**src/hw/rtl/gnms_pkg.sv**
```systemverilog
// gnms_pkg: shared constants, types and controller/datapath bundles for the
// bilinear non-maximum suppression block. No dependencies.
package gnms_pkg;

  localparam int MAX_WIDTH   = 1024;
  localparam int COL_W       = $clog2(MAX_WIDTH);
  localparam int WIDTH_W     = COL_W + 1;
  localparam int ROW_W       = 16;
  localparam int SAMPLE_BITS = 16;
  localparam int WFB         = 14;
  localparam int DIR_W       = WFB + 2;
  localparam int WGT_W       = WFB + 1;
  localparam int WT_W        = 2 * WFB + 1;
  localparam int ACC_W       = SAMPLE_BITS + WT_W;
  localparam int CNT_W       = $clog2(WFB);
  localparam int TAPS        = 4;
  localparam int CFG_IDX_W   = 2;
  localparam int CFG_DATA_W  = 16;

  typedef enum logic [CFG_IDX_W-1:0] {
    CFG_FRAME_WIDTH    = 2'd0,
    CFG_FRAME_HEIGHT   = 2'd1,
    CFG_WEAK_THRESHOLD = 2'd2
  } cfg_idx_e;

  typedef enum logic [2:0] {
    ST_IDLE,
    ST_LOAD,
    ST_EVAL,
    ST_DIV,
    ST_PROBE,
    ST_CHECK,
    ST_DONE
  } state_e;

  typedef struct packed {
    logic       in_ready;
    logic       load;
    logic       res_keep;
    logic       div_init;
    logic       div_step;
    logic       acc_clr;
    logic       tap_en;
    logic       mac_en;
    logic       probe_bwd;
    logic [1:0] tap;
    logic       out_load;
  } ctrl_cmd_t;

  typedef struct packed {
    logic in_fire;
    logic in_flush;
    logic owed_zero;
    logic emit;
    logic interior;
    logic low_mag;
    logic probe_fail;
    logic out_full;
  } ctrl_sts_t;

endpackage

```
**src/hw/rtl/gnms_ctrl.sv**
```systemverilog
// gnms_ctrl: sequencer for one item at a time (load, direction divide, probes)
// depends on gnms_pkg
module gnms_ctrl (
  input  logic                clk_i,
  input  logic                rst_ni,
  input  gnms_pkg::ctrl_sts_t sts_i,
  output gnms_pkg::ctrl_cmd_t cmd_o
);

  gnms_pkg::state_e state_q, state_d;
  logic [gnms_pkg::CNT_W-1:0] cnt_q, cnt_d;
  logic bwd_q, bwd_d;

  always_ff @(posedge clk_i or negedge rst_ni) begin
    if (!rst_ni) begin
      state_q <= gnms_pkg::ST_IDLE;
      cnt_q   <= '0;
      bwd_q   <= 1'b0;
    end else begin
      state_q <= state_d;
      cnt_q   <= cnt_d;
      bwd_q   <= bwd_d;
    end
  end

  // next state
  always_comb begin
    state_d = state_q;
    cnt_d   = cnt_q;
    bwd_d   = bwd_q;
    case (state_q)
      gnms_pkg::ST_IDLE: begin
        if (sts_i.in_fire) begin
          if (!sts_i.in_flush) state_d = gnms_pkg::ST_LOAD;
          else if (!sts_i.owed_zero) state_d = gnms_pkg::ST_DONE;
        end
      end
      gnms_pkg::ST_LOAD: state_d = gnms_pkg::ST_EVAL;
      gnms_pkg::ST_EVAL: begin
        if (!sts_i.emit) state_d = gnms_pkg::ST_IDLE;
        else if (!sts_i.interior || sts_i.low_mag) state_d = gnms_pkg::ST_DONE;
        else begin
          state_d = gnms_pkg::ST_DIV;
          cnt_d   = '0;
        end
      end
      gnms_pkg::ST_DIV: begin
        if (cnt_q == gnms_pkg::CNT_W'(gnms_pkg::WFB - 1)) begin
          state_d = gnms_pkg::ST_PROBE;
          cnt_d   = '0;
          bwd_d   = 1'b0;
        end else begin
          cnt_d = cnt_q + 1'b1;
        end
      end
      gnms_pkg::ST_PROBE: begin
        if (cnt_q == gnms_pkg::CNT_W'(gnms_pkg::TAPS)) state_d = gnms_pkg::ST_CHECK;
        else cnt_d = cnt_q + 1'b1;
      end
      gnms_pkg::ST_CHECK: begin
        if (sts_i.probe_fail || bwd_q) state_d = gnms_pkg::ST_DONE;
        else begin
          state_d = gnms_pkg::ST_PROBE;
          cnt_d   = '0;
          bwd_d   = 1'b1;
        end
      end
      gnms_pkg::ST_DONE: begin
        if (!sts_i.out_full) state_d = gnms_pkg::ST_IDLE;
      end
      default: state_d = gnms_pkg::ST_IDLE;
    endcase
  end

  // outputs
  always_comb begin
    cmd_o           = '0;
    cmd_o.probe_bwd = bwd_q;
    cmd_o.tap       = cnt_q[1:0];
    case (state_q)
      gnms_pkg::ST_IDLE: cmd_o.in_ready = 1'b1;
      gnms_pkg::ST_LOAD: cmd_o.load = 1'b1;
      gnms_pkg::ST_EVAL: begin
        cmd_o.div_init = sts_i.emit && sts_i.interior && !sts_i.low_mag;
      end
      gnms_pkg::ST_DIV: cmd_o.div_step = 1'b1;
      gnms_pkg::ST_PROBE: begin
        cmd_o.acc_clr = (cnt_q == '0);
        cmd_o.tap_en  = (cnt_q < gnms_pkg::CNT_W'(gnms_pkg::TAPS));
        cmd_o.mac_en  = (cnt_q != '0);
      end
      gnms_pkg::ST_CHECK: begin
        cmd_o.res_keep = !sts_i.probe_fail && bwd_q;
      end
      gnms_pkg::ST_DONE: cmd_o.out_load = !sts_i.out_full;
      default: cmd_o.in_ready = 1'b0;
    endcase
  end

endmodule

```
**config.mk**
```make
export PLATFORM = sky130hd
export DESIGN_NAME = gnms_ctrl
export DESIGN_NICKNAME = d
export VERILOG_FILES = /design/src/hw/rtl/gnms_pkg.sv /design/src/hw/rtl/gnms_ctrl.sv
export SDC_FILE = /design/constraint.sdc
export NUM_CORES = 1
export LEC_CHECK = 0
export BUFFER_PORTS_ARGS = -buffer_cell sky130_fd_sc_hd__buf_2
export CAP_MARGIN = 40
export CORE_MARGIN = 5
export CORE_UTILIZATION = 57
export CTS_BUF_LIST = sky130_fd_sc_hd__clkbuf_4
export CTS_CLUSTER_DIAMETER = 60
export DETAILED_ROUTE_END_ITERATION = 16
export GPL_TIMING_DRIVEN = 0
export PLACE_DENSITY = 0.86
export SETUP_SLACK_MARGIN = 0.05
export SLEW_MARGIN = 20
export SYNTH_ARGS = -nofsm -noshare
export SYNTH_HDL_FRONTEND = slang
export SYNTH_SLANG_ARGS = --single-unit
```
**constraint.sdc**
```tcl
create_clock -name clk_i -period 4.69 [get_ports clk_i]
set_clock_uncertainty 0.1 [all_clocks]
set_input_delay 0.469 -clock clk_i [delete_from_list [all_inputs] [get_ports clk_i]]
set_output_delay 0.469 -clock clk_i [all_outputs]
set_load 0.02 [all_outputs]
```
==> impl_metrics.env <==
export IMPL_wl_per_cell_um=14.4
export IMPL_synth_area_um2=773
export IMPL_worstSkewPairLatency_ns=0.27
export IMPL_tns_ns=0
export IMPL_worstSetupPathType="reg -> out"
export IMPL_ys_warn_count=0
export IMPL_grt_pass1_wl_mm=3.08
export IMPL_synth_top_cell_area_share_pct=25.9
export IMPL_row_count=13
export IMPL_outcome="complete, no violations"
export IMPL_worst_setup_path_end_kind="primary output"
export IMPL_grt_max_degree=11
export IMPL_drcViolationCount=0
export IMPL_hpwl_mm=1.43
export IMPL_relSlewSlack_pct=73.3
export IMPL_drt_iter0_drc=18
export IMPL_cts_setup_buffers=0
export IMPL_crit_arrival_ns=1.57
export IMPL_synth_edff_count=0
export IMPL_viasPerCell=5.93
export IMPL_tightest_slew_ns=0.397
export IMPL_coreArea_um2=1280
export IMPL_finalSetupViolCount=0
export IMPL_start_util_pct=60.2
export IMPL_drt_total_wl_mm=1.83
export IMPL_hold_path_class="in -> async"
export IMPL_netlist_top_cells_area="dfrtp_1 26%, ha_1 8.1%, buf_4 3.9%, a2111oi_4 3.6%, nor3b_2 3.2%"
export IMPL_grt_usage_pct=19.9
export IMPL_dieArea_um2=2190
export IMPL_period_minus_slack_ns=2.14
export IMPL_fmax_mhz=467
export IMPL_slew_viol_final=0
export IMPL_ioPinCount=22
export IMPL_gp_congestion=0.896
export IMPL_drv_cap=0
export IMPL_ir_drop_v=0.000365
export IMPL_drive_gt1_share_pct=37.5
export IMPL_start_kind="register"
export IMPL_postSynthCellCount=87
export IMPL_r2r_cells=6
export IMPL_synth_flop_cell="dfrtp_1"
export IMPL_nets=129
export IMPL_post_cts_resized=0
export IMPL_startpoint="state_q[2]"
export IMPL_r2r_end="cnt_q[3]"
export IMPL_synth_async_reset_ratio_pct=100
export IMPL_crit_fanout=10
export IMPL_ctsLongestPathBuffers=2
export IMPL_clockRootBuffer="clkbuf_4"
export IMPL_synth_seq_area_share_pct=25.9
export IMPL_h_tree_depth=1
export IMPL_clkSinkCount=8
export IMPL_hold_violations=0
export IMPL_fp_dieH_um=46.8
export IMPL_synth_seq_cells=8
export IMPL_dpl_worst_slack_ns=2.87
export IMPL_rsz0062_at_grt="false"
export IMPL_cp_endpoint="cmd_o[9]"
export IMPL_leakage_nw=0.451
export IMPL_antennaDiodeCount=0
export IMPL_synth_top_cell_by_area="dfrtp_1"
export IMPL_rrSetupSlack_ns=2.85
export IMPL_firstDrtPassIters=4
export IMPL_die_w_um=46.8
export IMPL_vias=753
export IMPL_clk_pin_slew_ns=0.06
export IMPL_synth_cell_types=40
export IMPL_synth_nets=102
export IMPL_pwr_density_cell_nw_per_um2=605
export IMPL_syn_avg_cell_area_um2=8.89
export IMPL_finalCritPeriodShare_pct=45.7
export IMPL_crit_required_ns=4.12
export IMPL_antenna_found_initial=0
export IMPL_cts_made_buffers=3
export IMPL_cts_tree="built"
export IMPL_grt_overflow=0
export IMPL_grt_pass1_vias=717
export IMPL_ant_nets=0
export IMPL_numPortBuffers=21
export IMPL_r2r_start="state_q[1]"
export IMPL_final_setup_worst_slack_ns=2.55
export IMPL_syn2layout_area_growth_pct=20.2
-- worst min path at each step --
| stage | startpoint | endpoint | slack, ns | cells past startpoint |
|---|---|---|---|---|
| floorplan | rst_ni | bwd_q | 0.07 | 0 |
| global placement | rst_ni | cnt_q[2] | 0.21 | 1 |
| detailed placement | rst_ni | cnt_q[3] | 0.22 | 1 |
| CTS | rst_ni | cnt_q[3] | 0.46 | 2 |
| global route | rst_ni | cnt_q[3] | 0.49 | 2 |
| finish | rst_ni | cnt_q[1] | 0.47 | 2 |
-- flip-flops by register name, summed over array words and instances (netlist names) --
signal	cells
cnt_q	4
state_q	3
bwd_q	1
-- worst max-delay path, cell delays in order (launching register included) --
cell,delay (ns)
dfrtp_1,0.41
buf_2,0.25
inv_2,0.10
nor4b_1,0.31
buf_2,0.22
-- cell usage in the layout, fill, tap and decap left out, types with 2 or more instances in the layout --
cell       Yosys  layout
a21oi_1        4       4
a21oi_2        2       2
a31oi_1        2       2
and2_1         2       2
and3_1         2       2
buf_2          2      23
buf_4          4       4
clkbuf_4       0       3
dfrtp_1        8       8
ha_1           5       5
inv_1          6       6
nand2_1        6       6
nand2b_1       3       3
nand3_1        2       2
nor2_1         5       5
nor3_1         2       2
nor3b_2        2       2
o21ai_0        3       3
o21ai_1        3       3
o22ai_1        2       2
o2bb2ai_1      2       2
-- logic make-up after synthesis --
kind of cell	count (synthesis)	share of synthesized area [%]
adders and majority gates	5	8.09
muxes	1	1.29
AOI/OAI and AO/OA	28	29.6
buffers and inverters	14	10.0
DFF	8	25.9
and+or+nand+nor	31	25.1
-- routing by layer --
metal  global-route usage, %  part of all wire, %  vias to the layer above
li1                        -                    -                      368
met4                    6.63                  1.3                        0
met1                    24.2                   43                      355
met3                    5.75                  7.8                        3
met5                       0                    0                        -
met2                    33.6                   47                       27
-- area by class of cell --
type                    instances  area [um^2]
plain buffers                   7         51.3
clock buffers                   3         22.5
fillers                       104          355
inverters                       7         26.3
multi-input cells              65          495
flip-flops and latches          8          200
well taps                      15         18.8
repair buffers                 22          115
-- cells in the mapped netlist, types with 3 or more instances --
cell type,n
dfrtp_1,8
inv_1,6
nand2_1,6
ha_1,5
nor2_1,5
a21oi_1,4
buf_4,4
nand2b_1,3
o21ai_0,3
o21ai_1,3
-- through the flow --
step | util, % | instance area [um^2] | cells | total power [mW] | hold slack (ns)
6_report | 72.3 | 930 | 127 | 0.562 | 0.470
3_5_place_dp | 69.8 | 897 | 123 | 0.502 | 0.221
5_1_grt | 72.3 | 930 | 127 | 0.611 | 0.485
3_3_place_gp | 69.8 | 897 | 123 | 0.495 | 0.214
4_1_cts | 72.3 | 930 | 127 | 0.561 | 0.463
2_1_floorplan | - | 773 | 87 | 0.415 | 0.0734
-- where the power goes --
part / internal, mW / total, mW / switching (mW) / leakage, nW
sequential: 0.0887 / 0.118 / 0.0296 / 0.0998
clock: 0.0295 / 0.0568 / 0.0273 / 0.0138
combinational: 0.165 / 0.387 / 0.221 / 0.338
total: 0.284 / 0.562 / 0.278 / 0.451
-- repair_timing --
action	in CTS	in global routing
hold endpoints to repair	8	0
hold buffers	1	0
endpoints found under the setup margin	0	0
(Power assumes the default switching activity.)
